File: config.mk
export PLATFORM = sky130hd
export DESIGN_NAME = tbp_engine
export DESIGN_NICKNAME = d
export VERILOG_FILES = /design/src/rtl/tbp_pkg.sv /design/src/rtl/tbp_engine.sv
export VERILOG_INCLUDE_DIRS = /design/src /design/src/rtl
export SDC_FILE = /design/constraint.sdc
export NUM_CORES = 1
export LEC_CHECK = 0
export ABC_AREA = 1
export BUFFER_PORTS_ARGS = -buffer_cell sky130_fd_sc_hd__buf_2
export CORE_MARGIN = 8
export CORE_UTILIZATION = 23
export CTS_CLUSTER_DIAMETER = 150
export DETAILED_ROUTE_END_ITERATION = 12
export GPL_ROUTABILITY_DRIVEN = 0
export GPL_TIMING_DRIVEN = 0
export PLACE_DENSITY = 0.44
export SLEW_MARGIN = 40
export SYNTH_ARGS = -nofsm -noshare
export SYNTH_HDL_FRONTEND = slang
export SYNTH_SLANG_ARGS = --single-unit
File: constraint.sdc
create_clock -name clock -period 6.4 [get_ports clock]
set_clock_uncertainty 0.1 [all_clocks]
set_input_delay 0.32 -clock clock [delete_from_list [all_inputs] [get_ports clock]]
set_output_delay 0.32 -clock clock [all_outputs]
set_load 0.005 [all_outputs]
File: src/rtl/tagged_bit_packer_top_assert.svh
// assertion macros for the tagged bit packer engine
`ifndef TAGGED_BIT_PACKER_TOP_ASSERT_SVH
`define TAGGED_BIT_PACKER_TOP_ASSERT_SVH

// same-cycle implication, clocked on clock, off during reset
`define TBP_ASSERT_NOW(label, ante, cons) \
   label: assert property (@(posedge clock) disable iff (reset) (ante) |-> (cons)) \
      else $error("tagged bit packer assertion failed");

// next-cycle implication
`define TBP_ASSERT_NEXT(label, ante, cons) \
   label: assert property (@(posedge clock) disable iff (reset) (ante) |=> (cons)) \
      else $error("tagged bit packer assertion failed");

`endif

File: src/rtl/tbp_pkg.sv
// shared types and constants for the tagged bit packer
package tbp_pkg;

   localparam int unsigned STORE_BYTES = 4096;
   localparam int unsigned TAG_BITS    = 5;
   localparam int unsigned ADDR_W      = $clog2(STORE_BYTES);
   localparam int unsigned ALLOC_W     = ADDR_W + 1;
   localparam int unsigned CURSOR_W    = ADDR_W + 4;
   localparam int unsigned MAX_BITS    = 32;
   localparam int unsigned NBITS_W     = 6;
   localparam int unsigned WIN_BYTES   = MAX_BITS / 8 + 1;
   localparam int unsigned WIN_W       = WIN_BYTES * 8;
   localparam int unsigned BYTE_IDX_W  = $clog2(WIN_BYTES);

   localparam int unsigned REQ_TDATA_W = 48;
   localparam int unsigned REQ_TUSER_W = 3;
   localparam int unsigned RSP_TDATA_W = 64;
   localparam int unsigned RSP_TUSER_W = 4;

   localparam int unsigned CSR_ADDR_W   = 3;
   localparam int unsigned CSR_USE_TAGS = 0;

   typedef enum logic [1:0] {
      OP_WRITE  = 2'd0,
      OP_READ   = 2'd1,
      OP_REWIND = 2'd2,
      OP_CLEAR  = 2'd3
   } op_type;

   typedef enum logic [2:0] {
      ST_NONE = 3'd0,
      ST_ZERO = 3'd1,
      ST_PAST = 3'd2,
      ST_TAG  = 3'd3,
      ST_FULL = 3'd4
   } status_type;

   typedef struct packed {
      op_type               op;
      logic                 typed;
      logic [TAG_BITS-1:0]  tag;
      logic [NBITS_W-1:0]   nbits;
      logic [MAX_BITS-1:0]  write_value;
   } req_word_type;

   typedef struct packed {
      logic                 ok;
      logic [MAX_BITS-1:0]  read_value;
      status_type           status;
      logic [CURSOR_W-1:0]  cursor_bits;
      logic [ALLOC_W-1:0]   used_bytes;
   } rsp_word_type;

   typedef struct packed {
      logic              we;
      logic [ADDR_W-1:0] waddr;
      logic [7:0]        wdata;
      logic [ADDR_W-1:0] raddr;
   } mem_req_type;

endpackage

File: src/rtl/tbp_engine.sv
// sequencer: bit cursor, allocation and byte read-modify-write over the store
`include "tagged_bit_packer_top_assert.svh"

module tbp_engine
   import tbp_pkg::*;
(
   input  logic         clock,
   input  logic         reset,
   input  logic         use_tags,
   input  logic         req_valid,
   output logic         req_ready,
   input  req_word_type req_word,
   output logic         rsp_valid,
   input  logic         rsp_ready,
   output rsp_word_type rsp_word,
   output mem_req_type  mem_req,
   input  logic [7:0]   mem_rdata
);

   typedef enum logic [2:0] {
      S_CLEAR,
      S_IDLE,
      S_STEP,
      S_RMW,
      S_FIN,
      S_RESP
   } state_type;

   state_type              state_ff;
   logic [ADDR_W-1:0]      clr_addr_ff;
   logic                   clr_reply_ff;
   req_word_type           item_ff;
   logic                   tag_phase_ff;
   logic [CURSOR_W-1:0]    cursor_ff;
   logic [ALLOC_W-1:0]     alloc_ff;
   logic [WIN_W-1:0]       wval_ff;
   logic [WIN_W-1:0]       wmask_ff;
   logic [WIN_W-1:0]       rwin_ff;
   logic [BYTE_IDX_W-1:0]  k_ff;
   status_type             status_ff;
   logic [MAX_BITS-1:0]    rval_ff;

   logic [NBITS_W-1:0]     nbits_sat;
   logic [NBITS_W-1:0]     step_bits;
   logic [MAX_BITS-1:0]    step_val;
   logic                   is_wr;
   logic [2:0]             off;
   logic [ADDR_W-1:0]      base;
   logic [BYTE_IDX_W-1:0]  grow;
   logic [ALLOC_W:0]       alloc_sum;
   logic                   full;
   logic [CURSOR_W-1:0]    alloc_bits;
   logic [CURSOR_W:0]      cur_end;
   logic                   past;
   logic [NBITS_W:0]       span;
   logic [BYTE_IDX_W-1:0]  last_k;
   logic [MAX_BITS-1:0]    mask32;
   logic [WIN_W-1:0]       win_val;
   logic [WIN_W-1:0]       win_mask;
   logic [WIN_W-1:0]       rd_shift;
   logic [MAX_BITS-1:0]    rd_bits;
   logic [ADDR_W-1:0]      cur_addr;

   always_comb begin
      nbits_sat  = (item_ff.nbits > NBITS_W'(MAX_BITS)) ? NBITS_W'(MAX_BITS) : item_ff.nbits;
      step_bits  = tag_phase_ff ? NBITS_W'(TAG_BITS) : nbits_sat;
      step_val   = tag_phase_ff ? MAX_BITS'(item_ff.tag) : item_ff.write_value;
      is_wr      = (item_ff.op == OP_WRITE);
      off        = cursor_ff[2:0];
      base       = cursor_ff[ADDR_W+2:3];
      // growth is floor(bits/8)+1 bytes
      grow       = BYTE_IDX_W'(step_bits[NBITS_W-1:3]) + BYTE_IDX_W'(1);
      alloc_sum  = {1'b0, alloc_ff} + (ALLOC_W+1)'(grow);
      full       = alloc_sum > (ALLOC_W+1)'(STORE_BYTES);
      alloc_bits = {alloc_ff, 3'b000};
      cur_end    = {1'b0, cursor_ff} + (CURSOR_W+1)'(step_bits);
      past       = cur_end > {1'b0, alloc_bits};
      span       = (NBITS_W+1)'(off) + (NBITS_W+1)'(step_bits) - (NBITS_W+1)'(1);
      last_k     = span[BYTE_IDX_W+2:3];
      mask32     = (step_bits >= NBITS_W'(MAX_BITS)) ? '1
                 : ((MAX_BITS'(1) << step_bits) - MAX_BITS'(1));
      win_val    = WIN_W'(step_val & mask32) << off;
      win_mask   = WIN_W'(mask32) << off;
      rd_shift   = rwin_ff >> off;
      rd_bits    = rd_shift[MAX_BITS-1:0] & mask32;
      cur_addr   = base + ADDR_W'(k_ff);
   end

   always_comb begin
      mem_req.we    = 1'b0;
      mem_req.waddr = cur_addr;
      mem_req.wdata = (mem_rdata & ~wmask_ff[7:0]) | wval_ff[7:0];
      mem_req.raddr = cur_addr + ADDR_W'(1);
      unique case (state_ff)
         S_CLEAR: begin
            mem_req.we    = 1'b1;
            mem_req.waddr = clr_addr_ff;
            mem_req.wdata = 8'h00;
         end
         S_STEP: begin
            mem_req.raddr = base;
         end
         S_RMW: begin
            mem_req.we = is_wr;
         end
         S_IDLE, S_FIN, S_RESP: begin
            mem_req.we = 1'b0;
         end
      endcase
   end

   assign req_ready = (state_ff == S_IDLE);
   assign rsp_valid = (state_ff == S_RESP);

   always_comb begin
      rsp_word.ok          = (status_ff == ST_NONE);
      rsp_word.read_value  = rval_ff;
      rsp_word.status      = status_ff;
      rsp_word.cursor_bits = cursor_ff;
      rsp_word.used_bytes  = cursor_ff[CURSOR_W-1:3] + ALLOC_W'(|cursor_ff[2:0]);
   end

   always_ff @(posedge clock) begin
      if (reset) begin
         state_ff     <= S_CLEAR;
         clr_addr_ff  <= '0;
         clr_reply_ff <= 1'b0;
         tag_phase_ff <= 1'b0;
         cursor_ff    <= '0;
         alloc_ff     <= '0;
         k_ff         <= '0;
      end else begin
         unique case (state_ff)
            S_CLEAR: begin
               clr_addr_ff <= clr_addr_ff + ADDR_W'(1);
               if (clr_addr_ff == ADDR_W'(STORE_BYTES - 1)) begin
                  state_ff <= clr_reply_ff ? S_RESP : S_IDLE;
               end
            end
            S_IDLE: begin
               if (req_valid) begin
                  item_ff   <= req_word;
                  status_ff <= ST_NONE;
                  rval_ff   <= '0;
                  unique case (req_word.op)
                     OP_WRITE, OP_READ: begin
                        tag_phase_ff <= use_tags & req_word.typed;
                        state_ff     <= S_STEP;
                     end
                     OP_REWIND: begin
                        cursor_ff <= '0;
                        state_ff  <= S_RESP;
                     end
                     OP_CLEAR: begin
                        cursor_ff    <= '0;
                        alloc_ff     <= '0;
                        clr_addr_ff  <= '0;
                        clr_reply_ff <= 1'b1;
                        state_ff     <= S_CLEAR;
                     end
                  endcase
               end
            end
            S_STEP: begin
               k_ff     <= '0;
               rwin_ff  <= '0;
               wval_ff  <= win_val;
               wmask_ff <= win_mask;
               priority if (step_bits == '0) begin
                  status_ff <= ST_ZERO;
                  state_ff  <= S_RESP;
               end else if (is_wr && full) begin
                  status_ff <= ST_FULL;
                  state_ff  <= S_RESP;
               end else if (!is_wr && past) begin
                  status_ff <= ST_PAST;
                  state_ff  <= S_RESP;
               end else begin
                  if (is_wr) begin
                     alloc_ff <= alloc_sum[ALLOC_W-1:0];
                  end
                  state_ff <= S_RMW;
               end
            end
            S_RMW: begin
               // one byte per cycle: read data arrives, merged byte goes back
               k_ff                         <= k_ff + BYTE_IDX_W'(1);
               rwin_ff[{k_ff, 3'b000} +: 8] <= mem_rdata;
               wval_ff                      <= wval_ff >> 8;
               wmask_ff                     <= wmask_ff >> 8;
               if (k_ff == last_k) begin
                  state_ff <= S_FIN;
               end
            end
            S_FIN: begin
               cursor_ff <= cur_end[CURSOR_W-1:0];
               if (tag_phase_ff) begin
                  tag_phase_ff <= 1'b0;
                  // mismatched tag stays consumed
                  if (!is_wr && (rd_bits[TAG_BITS-1:0] != item_ff.tag)) begin
                     status_ff <= ST_TAG;
                     state_ff  <= S_RESP;
                  end else begin
                     state_ff <= S_STEP;
                  end
               end else begin
                  if (!is_wr) begin
                     rval_ff <= rd_bits;
                  end
                  state_ff <= S_RESP;
               end
            end
            S_RESP: begin
               if (rsp_ready) begin
                  clr_reply_ff <= 1'b0;
                  state_ff     <= S_IDLE;
               end
            end
         endcase
      end
   end

   `TBP_ASSERT_NOW(a_cursor_in_alloc, state_ff == S_IDLE, cursor_ff <= alloc_bits)
   `TBP_ASSERT_NOW(a_alloc_bound, 1'b1, alloc_ff <= ALLOC_W'(STORE_BYTES))
   `TBP_ASSERT_NOW(a_byte_count, state_ff == S_RMW, k_ff <= last_k)
   `TBP_ASSERT_NEXT(a_fin_exit, state_ff == S_FIN, state_ff == S_RESP || state_ff == S_STEP)

endmodule

# Word-level counts from Yosys, hierarchy flattened
# Index checks and enable logic that the tools add are counted.
op_classes:
  n_addsub: 12
  order_cmp: 4
  eq_ne: 27
  n_shift: 6
  muxes: 55
  bitwise: 7
  n_reduce_logical: 28
ops:
  columns: ["op", "count"]
  rows:
  - ["40-bit case mux with 2 select lines", 3]
  - ["32-bit two-way mux", 5]
  - ["32-bit by 3-bit << shifter with 40-bit output", 2]
  - ["13-bit two-way mux", 6]
  - ["32-bit AND", 2]
  - ["32-bit case mux with 2 select lines", 1]
  - ["3-bit two-way mux", 16]
  - ["40-bit bitwise mux", 1]
  - ["8-bit by 8-bit variable shift with 40-bit output (first input constant)", 1]
  - ["8-bit by 8-bit variable part select with 40-bit output", 1]
  - ["40-bit by 3-bit >> shifter with 32-bit output", 1]
  - ["12-bit two-way mux", 3]
  - ["16-bit two-way mux", 2]
  - ["16-bit case mux with 2 select lines", 1]
  - ["1-bit by 6-bit << shifter with 32-bit output (first input constant)", 1]
  - ["32-bit by 1-bit subtractor with 32-bit output (second input constant)", 1]
  - ["13-bit case mux with 2 select lines", 1]
  - ["12-bit by 1-bit adder with 12-bit output (second input constant)", 2]
  - ["2-bit != test (second input constant)", 12]
  - ["12-bit case mux with 2 select lines", 1]
  - ["20-bit two-way mux", 1]
  - ["3-bit case mux with 3 select lines", 2]
  - ["3-bit case mux with 6 select lines", 1]
  - ["16-bit by 6-bit adder with 17-bit output", 1]
  - ["other kinds (45)", 71]
totals:
  ff_bits: 249
  inputBits: 59
  out_inout_bits: 100
  wordCells: 155

# Depth between registers and ports, before layout
logic_depth:
  depth_word: 12
  mapped_depth: 30
  mapped_depth_nobuf: 29

# Least setup slack after synthesis
# OpenSTA, ideal clock, no wires.
synth_path:
  path_type: "in2reg"
  from: "input reset"
  to: "register rwin_ff[0] (enable)"
  setup_time_ns: 0.594
  arrival_ns: 5.621
  required_ns: 5.706
  setup_slack_ns: 0.085
  cell_stages: 3
  n_path_buf: 2
  path_cell_list: "clkbuf_1 clkbuf_1 nor2_1"
synth_between:
  elab_chain_cells: 2
synth_lines:
  columns: ["item", "line", "text"]
  rows:
  - ["start: declaration", "tbp_engine.sv:8", "input logic reset,"]
  - ["1-bit NOT (no source line)", null, null]
  - ["2-bit AND reduction (no source line)", null, null]
  - ["end signal: indexed assignment", "tbp_engine.sv:188", "rwin_ff[{k_ff, 3'b000} +: 8] <= mem_rdata;"]
  - ["end: declaration", "tbp_engine.sv:38", "logic [WIN_W-1:0] rwin_ff;"]
# Every way passes these cells.
# A chain may end at the register's enable or synchronous reset.

# Worst setup path in the final report
layout_path:
  from: "register cursor_ff[1]"
  to: "register status_ff[2] (enable)"
layout_between:
  elab_chain_cells: 6
  elab_cells_between_ends: 10
  classes_between: "add/sub: 1; order compare: 1; eq/ne: 3; shift: 1; bitwise: 1; reduce/logical: 3"
layout_lines:
  columns: ["item", "line", "text"]
  rows:
  - ["start: declaration", "tbp_engine.sv:34", "logic [CURSOR_W-1:0] cursor_ff;"]
  - ["start signal: assignment", "tbp_engine.sv:196", "cursor_ff <= cur_end[CURSOR_W-1:0];"]
  - ["parallel branches: the longest is 5 deep, another holds 16-bit by 6-bit adder with 17-bit output", null, null]
  - ["6-bit AND reduction (no source line) (*)", null, null]
  - ["end signal: assignment", "tbp_engine.sv:173", "status_ff <= ST_FULL;"]
  - ["end signal: assignment", "tbp_engine.sv:176", "status_ff <= ST_PAST;"]
  - ["end signal: assignment", "tbp_engine.sv:201", "status_ff <= ST_TAG;"]
  - ["end: declaration", "tbp_engine.sv:40", "status_type status_ff;"]
# Mark *: on every way between the ends.

==> flow_summary.ini <==
[global_route]
overflow = 0
grt_max_degree = 22
use_met3 = 0.0224
first_global_vias = 16700
globalRouteMet1Util = 0.242
busiest_layer = met2
grt_usage = 0.174
antenna_found_initial = 2
met2_usage = 0.274
grt_pass1_wl_microns = 109000

[cts]
clk_path_buf_depth = 3
ctsHtreeMaxLevel = 1
cts_tree = yes
clk_latency_ns = 0.59
path_clk_slew_ns = 0.06
cts_buffers = 30
cts.sinks = 246
clock_tree.root_cell = clkbuf_16

[timing]
rsz0062_at_grt = no
post-route-period-util = 0.937
clock.fmax_mhz = 167
worst_pin_slew_ns = 0.877
max-slew-margin-rel = 0.415
finalSetupViolations = 0
final.setup.tns_ns = 0
finalHoldViolations = 0
slew_violations = 0
min_period_ns = 6.00

[synthesis]
synth-seq-cells = 246
synth_area_sq_um = 16800
synth_top_flop_cell = edfxtp_1
synth_edf_count = 197
yosys_warnings = 0
synthArstFlopShare = 0
ys_types = 53
synth_fp_nets = 2330
yosysMostFrequentCell = nand2_1
synthDominantCellAreaShare = 0.353
syn_inst = 2223
synth.area.top_cells = edfxtp_1 35%, nand2_1 12%, nand3_1 9.0%
synthTopCellsByCount = 537 x nand2_1, 300 x nand3_1, 197 x edfxtp_1, 197 x inv_1, 163 x o21ai_0
ys_seq_area_frac = 0.412
yosysTopAreaCell = edfxtp_1
syn_area_per_cell_sq_um = 7.54

[worst_setup_path]
regToRegSetupSlack_ns = 0.40
endpoint_kind = flop
crit_chain = clkbuf_1 -> clkinv_1 -> clkbuf_1 -> clkbuf_1 -> clkbuf_2 -> ha_1 -> nand3_1 -> nor2_1 -> o21ai_0 -> a21oi_1 -> nand3_1 -> nor2_1 -> xor2_1 -> ha_1 -> nand2_1 -> nor2_1 -> a211oi_1 -> nor2_1 -> nor2_1 -> nand2_1 -> nand3_1 -> nand3_1 -> o211ai_1 -> a21oi_1
worst_path_most_repeated_cell = nor2_1
critical_path_required_ns = 6.54
worst_path_largest_cell_delay_ns = 0.54
cp_max_fo = 11
cp_data_arrival_time_ns = 6.13
cp_slowest_cell = dfxtp_1
path_class = flop to flop
start_kind = flop

[floorplan]
start_util = 0.231
ios = 159
dieArea_sq_um = 81700
rows = 99
coreArea_sq_um = 72600
die_w_microns = 286
die_y_microns = 286

[power]
total_power_w = 0.00368
power_density_nw_per_um2 = 179
leakagePower_nw = 8.47
peakVddDrop_uv = 218

[detailed_routing]
detail_route.first_pass.iterations = 6
drc_errors = 0
drt-total-wl_microns = 74200
ant_nets = 0
vias = 17500
drt_iter0_drc = 1891
wire_per_inst_microns = 21.5
routed_via_density = 5.08

[placed_design]
dp_hpwl_microns = 58600
port_buffers = 157
placed_cells = 3350

[run_status]
outcome = finished, final reports clean

[finish]
instances_no_fill = 3452
final_nets = 2576
area.growth.synth_to_final_pct = 22.8
drive_above_1_share = 0.125
antenna_cells = 0

[run]
drv_cap = 0

[hold_path]
hold_class = input pin to flop
[worst max-delay path: cells and delay by family (launching register included)]
family	cells	cell delay (ns)
adders and majority gates	2	0.57
and+or+nand+nor	11	1.37
AOI/OAI and AO/OA	5	1.05
xor gates and xnor gates	1	0.35
buffers and inverters	5	1.66
DFF	1	0.54
[cells in the final DEF, fill, tap and decap left out, drive strengths merged, types with 10 or more instances in the layout]
master / instances
ha: 45
dfxtp: 49
o221ai: 10
a211oi: 34
nand3: 313
nand2: 547
o21ai: 183
a31oi: 15
dlygate4sd3: 46
nand4: 51
clkbuf: 118
a21oi: 87
clkinv: 11
nor2: 172
xor2: 40
inv: 213
o211ai: 40
buf: 204
edfxtp: 197
nor3: 38
[power breakdown]
part	switching, W	internal [W]
Combinational	0.0000291	0.0000355
Sequential	0.00000160	0.00171
Clock	0.000756	0.00114
Total	0.000787	0.00289
[cells by family (layout without fill, tap and decap cells)]
group | after synthesis | after routing | synth area share
flops | 246 | 246 | 0.412
simple gates | 1148 | 1148 | 0.309
buf+inv | 333 | 603 | 0.0758
compound gates | 392 | 392 | 0.137
xor+xnor | 47 | 47 | 0.0246
mux | 9 | 9 | 0.00538
fa+ha+maj | 48 | 48 | 0.0372
[registers in the layout, indices dropped and copies added, names as in the netlist]
| name | cells |
|---|---|
| status_ff | 3 |
| wval_ff | 39 |
| item_ff | 45 |
| tag_phase_ff | 1 |
| cursor_ff | 16 |
| rwin_ff | 39 |
| rval_ff | 32 |
| alloc_ff | 13 |
| clr_reply_ff | 1 |
| clr_addr_ff | 12 |
| state_ff | 3 |
| k_ff | 3 |
| wmask_ff | 39 |
[what timing repair did]
item | 4_1_cts | 5_1_grt
hold endpoints to repair | 47 | 0
hold buffers | 46 | 0
setup endpoints to repair | 0 | 3
resized for setup | 0 | 2
buffers inserted | 0 | 0
[path summary, 6_finish.rpt]
check | startpoint | to | cells after the start
worst max-delay path | cursor_ff[1]$_SDFFE_PP0P_ | status_ff[2]$_SDFFCE_PN0P_ | 24
worst min-delay path | mem_rdata[0] | rwin_ff[0]$_SDFFCE_PN0P_ | 3
worst max register to register | cursor_ff[1]$_SDFFE_PP0P_ | status_ff[2]$_SDFFCE_PN0P_ | 24
worst min register to register | alloc_ff[11]$_SDFFE_PP0P_ | alloc_ff[11]$_SDFFE_PP0P_ | 2
[layout make-up]
class                   count  area [sq um]
fillers                  7979         52000
multi-input cells        1644          8630
flip-flops and latches    246          6900
repair buffers            214          1470
well taps                 959          1200
clock buffers              38           852
inverters                 217           815
plain buffers             116           458
clock inverters            18           241
[metrics by stage]
step | hold slack, ns | area (sq um) | util | worst slack, ns
after floorplan | 0.319 | 16800 | - | 0.0851
after global placement | 0.353 | 18700 | 0.258 | -2.83
after detailed placement | 0.358 | 19000 | 0.262 | 0.404
after CTS | 0.0457 | 20600 | 0.283 | 0.398
after global routing | 0.0580 | 20600 | 0.283 | 0.0376
final | 0.0513 | 20600 | 0.283 | 0.403
[routing by layer]
| metal | up-vias | share of wire |
|---|---|---|
| met3 | 148 | 0.079 |
| met1 | 8332 | 0.44 |
| met5 | - | 0.00015 |
| met4 | 2 | 0.039 |
| met2 | 871 | 0.44 |
| li1 | 8172 | - |
(Power assumes the default switching activity.)
